## src/rtl/pcs_pkg.sv

```systemverilog
// Package: shared constants, types, microcode program and helper functions.
`timescale 1ns / 1ps
`default_nettype none

package pcs_pkg;

    localparam int MAX_BALLOTS_DEF = 1024;
    localparam int MAX_NOMINEES    = 32;
    localparam int SCORE_FRAC_BITS = 24;
    localparam int MASK_W          = 32;
    localparam int SUB_W           = MASK_W + 1;
    localparam int SCORE_W         = 37;
    localparam int CFG_W           = 6;
    localparam int POP_W           = 6;
    localparam int HARM_W          = SCORE_FRAC_BITS + 3;
    localparam int STEP_W          = 4;
    localparam int APB_AW          = 3;
    localparam int APB_DW          = 32;

    // register select is paddr[2]
    localparam logic REG_NOMINEE_COUNT = 1'b0;
    localparam logic REG_SEAT_COUNT    = 1'b1;

    localparam logic [CFG_W-1:0] NOMINEE_COUNT_RST = CFG_W'(32);
    localparam logic [CFG_W-1:0] SEAT_COUNT_RST    = CFG_W'(1);

    typedef logic [HARM_W-1:0] harm_arr_t [0:MAX_NOMINEES];

    // H(k) = H(k-1) + round(2^F / k), halves up
    function automatic harm_arr_t harm_build();
        harm_arr_t h;
        h[0] = '0;
        for (int i = 1; i <= MAX_NOMINEES; i++)
        begin
            h[i] = h[i-1] + HARM_W'(((64'd1 << SCORE_FRAC_BITS) + 64'(i / 2)) / 64'(i));
        end
        return h;
    endfunction

    localparam harm_arr_t HARM_TABLE = harm_build();

    typedef enum logic [3:0] {
        OP_NOP,
        OP_LOAD,
        OP_INIT,
        OP_CLEAR,
        OP_SCORE,
        OP_COMPARE,
        OP_COUNT,
        OP_ADVANCE,
        OP_EMIT
    } op_t;

    typedef enum logic [2:0] {
        CD_NEXT,
        CD_ALWAYS,
        CD_NOT_START,
        CD_SKIP,
        CD_BUSY,
        CD_MORE,
        CD_OUT_FULL
    } cond_t;

    typedef struct packed {
        op_t               op;
        cond_t             cond;
        logic [STEP_W-1:0] target;
    } uword_t;

    typedef struct packed {
        logic start;
        logic skip;
        logic busy;
        logic more;
        logic out_full;
    } dp_flags_t;

    localparam logic [STEP_W-1:0] ST_WAIT    = STEP_W'(0);
    localparam logic [STEP_W-1:0] ST_SETUP   = STEP_W'(1);
    localparam logic [STEP_W-1:0] ST_CLEAR   = STEP_W'(2);
    localparam logic [STEP_W-1:0] ST_SCORE   = STEP_W'(3);
    localparam logic [STEP_W-1:0] ST_COMPARE = STEP_W'(4);
    localparam logic [STEP_W-1:0] ST_COUNT   = STEP_W'(5);
    localparam logic [STEP_W-1:0] ST_ADVANCE = STEP_W'(6);
    localparam logic [STEP_W-1:0] ST_TEST    = STEP_W'(7);
    localparam logic [STEP_W-1:0] ST_EMIT    = STEP_W'(8);
    localparam logic [STEP_W-1:0] ST_RETURN  = STEP_W'(9);

    // control store
    function automatic uword_t ucode_word(input logic [STEP_W-1:0] addr);
        uword_t w;
        w = '{op: OP_NOP, cond: CD_ALWAYS, target: ST_WAIT};
        case (addr)
            ST_WAIT:    w = '{op: OP_LOAD,    cond: CD_NOT_START, target: ST_WAIT};
            ST_SETUP:   w = '{op: OP_INIT,    cond: CD_SKIP,      target: ST_EMIT};
            ST_CLEAR:   w = '{op: OP_CLEAR,   cond: CD_NEXT,      target: ST_WAIT};
            ST_SCORE:   w = '{op: OP_SCORE,   cond: CD_BUSY,      target: ST_SCORE};
            ST_COMPARE: w = '{op: OP_COMPARE, cond: CD_NEXT,      target: ST_WAIT};
            ST_COUNT:   w = '{op: OP_COUNT,   cond: CD_NEXT,      target: ST_WAIT};
            ST_ADVANCE: w = '{op: OP_ADVANCE, cond: CD_NEXT,      target: ST_WAIT};
            ST_TEST:    w = '{op: OP_NOP,     cond: CD_MORE,      target: ST_CLEAR};
            ST_EMIT:    w = '{op: OP_EMIT,    cond: CD_OUT_FULL,  target: ST_EMIT};
            ST_RETURN:  w = '{op: OP_NOP,     cond: CD_ALWAYS,    target: ST_WAIT};
            default:    ;
        endcase
        return w;
    endfunction

    function automatic logic [POP_W-1:0] pop8(input logic [7:0] v);
        logic [POP_W-1:0] n;
        n = '0;
        for (int i = 0; i < 8; i++)
        begin
            n = n + POP_W'(v[i]);
        end
        return n;
    endfunction

    function automatic logic [POP_W-1:0] pop32(input logic [MASK_W-1:0] v);
        return pop8(v[7:0]) + pop8(v[15:8]) + pop8(v[23:16]) + pop8(v[31:24]);
    endfunction

endpackage

`default_nettype wire

```

## src/rtl/pcs_sequencer.sv

```systemverilog
// Microcode sequencer: step counter, control store read and conditional jumps.
`timescale 1ns / 1ps
`default_nettype none

module pcs_sequencer
    import pcs_pkg::*;
(
    input  wire        clk,
    input  wire        rst_n,
    input  dp_flags_t  flags,
    output op_t        op
);

    logic [STEP_W-1:0] step_reg;
    logic [STEP_W-1:0] step_next;
    uword_t            word;
    logic              take;

    assign word = ucode_word(step_reg);
    assign op   = word.op;

    always_comb
    begin
        unique case (word.cond)
            CD_NEXT:      take = 1'b0;
            CD_ALWAYS:    take = 1'b1;
            CD_NOT_START: take = !flags.start;
            CD_SKIP:      take = flags.skip;
            CD_BUSY:      take = flags.busy;
            CD_MORE:      take = flags.more;
            CD_OUT_FULL:  take = flags.out_full;
            default:      take = 1'b0;
        endcase
        step_next = take ? word.target : step_reg + STEP_W'(1);
    end

    always_ff @(posedge clk or negedge rst_n)
    begin
        if (!rst_n)
        begin
            step_reg <= ST_WAIT;
        end
        else
        begin
            step_reg <= step_next;
        end
    end

endmodule

`default_nettype wire

```

## config.mk

```make
export PLATFORM = sky130hd
export DESIGN_NAME = pcs_sequencer
export DESIGN_NICKNAME = d
export VERILOG_FILES = /design/src/rtl/pcs_pkg.sv /design/src/rtl/pcs_sequencer.sv
export SDC_FILE = /design/constraint.sdc
export NUM_CORES = 1
export LEC_CHECK = 0
export BUFFER_PORTS_ARGS = -buffer_cell sky130_fd_sc_hd__buf_2
export CAP_MARGIN = 20
export CORE_AREA = 5 5 42 44
export DETAILED_ROUTE_END_ITERATION = 10
export DIE_AREA = 0 0 47 49
export MAX_ROUTING_LAYER = met4
export PLACE_DENSITY_LB_ADDON = 0.3
export SLEW_MARGIN = 20
export SYNTH_ARGS = -nofsm -noshare
export SYNTH_HDL_FRONTEND = slang
export SYNTH_SLANG_ARGS = --single-unit
```

## constraint.sdc

```tcl
create_clock -name clk -period 2.8 [get_ports clk]
set_input_delay 0.42 -clock clk [delete_from_list [all_inputs] [get_ports clk]]
set_output_delay 0.42 -clock clk [all_outputs]
set_load 0.01 [all_outputs]
```

==> metrics.md <==
| Metric | Value |
|---|---|
| Outcome | `finished clean` |
| Post-route cell area | `504 sq um` |
| Avg Vias per Cell | `4.74` |
| Leakage | `0.245 nW` |
| Post-synthesis instance total | `55` |
| Reg-to-reg setup timing slack | `890 ps` |
| Smallest hold slack | `512 ps` |
| Wire length per cell after detailed routing | `10.4 microns` |
| Global router's overall resource usage | `8.69%` |
| Detailed Route WL | `855 microns` |
| Worst Tran Pin Value | `374 ps` |
| Utilization of the core after routing | `36.0%` |
| Number of global-route vias before repair | `355` |
| Detailed-router iteration count before antenna repair | `2` |
| Warning count from the yosys run | `0` |
| Share of layout cells above drive strength 1 | `22.7%` |
| First DRT Iteration DRCs | `3` |
| Setup slack at placement | `894 ps` |
| Max-capacitance violation count | `0` |
| Clock-pin slew on the worst setup and hold paths | `40 ps` |
| Data arrival time at the worst-slack endpoint | `2010 ps` |
| Deepest level of the CTS H-tree | `1` |
| Detailed-route via count | `389` |
| Placer congestion estimate | `0.767` |
| Number of sinks handled by clock tree synthesis | `4` |
| Clock network latency to the later pin of the worst-skew pair | `230 ps` |
| Number of I/O pins | `11` |
| Initial Utilization | `30.1%` |
| Register bit total from synthesis | `4` |
| Post-Synthesis Cell Area | `422 sq um` |
| Number of flip-flops under the largest register name | `4` |
| Worst-case clock skew | `0.951 ps` |
| Number of endpoints with negative hold slack in the final report | `0` |
| Setup Crit Path Kind | `reg2reg` |
| Post-DP Area | `472 sq um` |
| Count of buffers added by post-CTS timing repair for setup | `0` |
| Max Root-Sink Buffers | `2` |
| Post-Syn Area per Cell | `7.67 sq um` |
| Vertical die dimension | `49 microns` |
| Longest individual stage delay on the worst path | `400 ps` |
| Standard cell with the maximum stage delay on the critical path | `sky130_fd_sc_hd__dfrtp_1` |
| Count of cells along the worst register-to-register path | `6` |
| Crit-path max FO | `7` |
| Worst setup EP type | `register` |
| Setup tns final | `0 ps` |
| Class of the worst hold path | `in2async` |
| Half-perimeter wire length after placement | `719 microns` |
| Antenna cell count | `0` |
| Unique cell type count in the Yosys netlist | `24` |
| Count of filler cells inserted in the layout | `165` |
| Critical path, cell by cell | `ha_1 -> mux2i_1 -> a211o_1 -> o21bai_4 -> nor2_1 -> or3b_1` |
| Cell row count | `14` |
| Seq/Total Area, Yosys | `23.7%` |
| RSZ-0062 raised after global routing | `no` |
| Endpoint of the worst-slack reg-to-reg timing path | `step_reg[3]` |
| Highest attainable clock frequency | `524 MHz` |
| Maximum vdd drop | `0.455 mV` |
| Count of nets after finishing | `79` |
| Total core area | `1400 sq um` |
| Root cell of the clock tree | `sky130_fd_sc_hd__clkbuf_4` |
| Worst slew margin relative to its limit | `75.0%` |
| PD cells | `1180 nW/um^2` |
| Die X | `47 microns` |
| Input/output buffers | `10` |
| Area growth syn-to-layout | `19.6%` |
| Final period demand of the worst path | `1910 ps` |
| Count of pins over their slew limit | `0` |
| Post-Synthesis Net Count | `66` |
| Fin worst setup slack | `890 ps` |
| Initial antenna violation count | `0` |
| Clock buffer count from CTS | `3` |
| Count of buffer and inverter cells on the critical path | `0` |
| Wire length of the first global-routing pass | `1400 microns` |
| Largest net degree at the start of global routing | `13` |
| Startpoint type of the worst setup path | `register` |
| Beginning of the worst register-to-register path | `step_reg[0]` |
| Global route total overflow | `0` |
| Required time reported for the critical path endpoint | `2900 ps` |
| Number of setup violations in the final report | `0` |
| DR DRC count | `0` |
| CP delay by family, top | `compound AO/OA/AOI/OAI gates` |
| Die Area | `2300 sq um` |
| Fin crit share | `68.2%` |
| Antenna violation net count after detailed routing | `0` |
| Clock tree from TritonCTS | `yes` |
==> final cells by class <==
class	count	area [sq um]	share of cell area [%]
sequential	4	100	19.9
tap	16	20.0	3.97
inverter	6	22.5	4.47
multi-input combinational	42	279	55.3
timing repair buffer	11	60.1	11.9
clock buffer	3	22.5	4.47
==> synthesized netlist by cell type (all sizes together) <==
library cell  number  area share (%)
clkbuf             1            0.89
o31ai              2             3.6
mux2i              1             2.4
ha                 4              12
o22ai              1             1.5
nor3               2             2.4
nand3              1             1.2
nor2b              2             3.0
a221oi             1             3.6
nand2              4             3.6
nand2b             2             3.0
xnor2              1             2.1
or3b               1             2.1
a311oi             1             2.1
buf                2             3.9
o21ai              1             1.2
o21bai             1             4.5
inv                6             5.3
a21oi              3             3.6
a2bb2oi            1             2.1
nor2              12              11
dfrtp              4              24
a211o              1             2.1
==> metal layers <==
metal	wire length (microns)	up-vias	GRT usage (%)
met5	0	-	-
met4	8	0	5.53
met3	43	2	3.32
met2	422	8	12.2
met1	380	174	9.98
li1	-	205	-
==> metrics by stage <==
stage                     total power [W]  instances
final                            0.000594         82
after global routing             0.000666         82
after CTS                        0.000604         82
after detailed placement         0.000529         78
after global placement           0.000530         78
after floorplan                  0.000447         55
==> logic make-up (layout without fill, tap and decap cells) <==
kind of cell / Yosys count / after routing / share of synthesized area [%]
simple gates: 24 / 24 / 25.8
compound gates: 12 / 12 / 24.0
buf+inv: 9 / 20 / 10.1
flops: 4 / 4 / 23.7
mux: 1 / 1 / 2.37
xor+xnor: 1 / 1 / 2.08
fa+ha+maj: 4 / 4 / 11.9
==> where the power goes <==
group	leakage, nW	internal [W]	switching [W]
Clock	0.0138	0.0000478	0.0000216
Sequential	0.0526	0.0000829	0.0000487
Combinational	0.178	0.000183	0.000210
==> repair_timing <==
item / CTS / global route
endpoints found under the hold margin: 4 / 0
endpoints found under the setup margin: 0 / 0
hold buffers: 1 / 0
resized for setup: 0 / 0
==> worst reg2reg max path: stages (launching register included) <==
cell and delay (ps):
sky130_fd_sc_hd__dfrtp_1 400, sky130_fd_sc_hd__ha_1 310, sky130_fd_sc_hd__mux2i_1 140, sky130_fd_sc_hd__a211o_1 330, sky130_fd_sc_hd__o21bai_4 190, sky130_fd_sc_hd__nor2_1 60
sky130_fd_sc_hd__or3b_1 350
==> layout by cell type, fill, tap and decap left out <==
| cell | Yosys | routed |
|---|---|---|
| sky130_fd_sc_hd__nor2b_1 | 2 | 2 |
| sky130_fd_sc_hd__a21oi_1 | 3 | 3 |
| sky130_fd_sc_hd__dlygate4sd3_1 | 0 | 1 |
| sky130_fd_sc_hd__nor3_1 | 2 | 2 |
| sky130_fd_sc_hd__or3b_1 | 1 | 1 |
| sky130_fd_sc_hd__dfrtp_1 | 4 | 4 |
| sky130_fd_sc_hd__o22ai_1 | 1 | 1 |
| sky130_fd_sc_hd__mux2i_1 | 1 | 1 |
| sky130_fd_sc_hd__nand2_1 | 4 | 4 |
| sky130_fd_sc_hd__nand3_1 | 1 | 1 |
| sky130_fd_sc_hd__a2bb2oi_1 | 1 | 1 |
| sky130_fd_sc_hd__nor2_1 | 12 | 12 |
| sky130_fd_sc_hd__o31ai_1 | 2 | 2 |
| sky130_fd_sc_hd__buf_2 | 1 | 10 |
| sky130_fd_sc_hd__ha_1 | 4 | 4 |
| sky130_fd_sc_hd__a311oi_1 | 1 | 1 |
| sky130_fd_sc_hd__clkbuf_4 | 0 | 3 |
| sky130_fd_sc_hd__a211o_1 | 1 | 1 |
| sky130_fd_sc_hd__a221oi_2 | 1 | 1 |
| sky130_fd_sc_hd__o21ai_0 | 1 | 1 |
| sky130_fd_sc_hd__xnor2_1 | 1 | 1 |
| sky130_fd_sc_hd__inv_1 | 6 | 6 |
| sky130_fd_sc_hd__nand2b_1 | 2 | 2 |
| sky130_fd_sc_hd__o21bai_4 | 1 | 1 |
==> how the worst max path moves through the flow <==
stage / cells after the start / endpoint / from / slack [ps]
2_1_floorplan: 7 / step_reg[3] / step_reg[1] / 1060
3_3_place_gp: 7 / step_reg[3] / step_reg[1] / 950
3_5_place_dp: 6 / step_reg[3] / step_reg[0] / 890
4_1_cts: 6 / step_reg[3] / step_reg[0] / 880
5_1_grt: 6 / step_reg[3] / step_reg[0] / 750
6_report: 6 / step_reg[3] / step_reg[0] / 890
(Power assumes the default switching activity.)
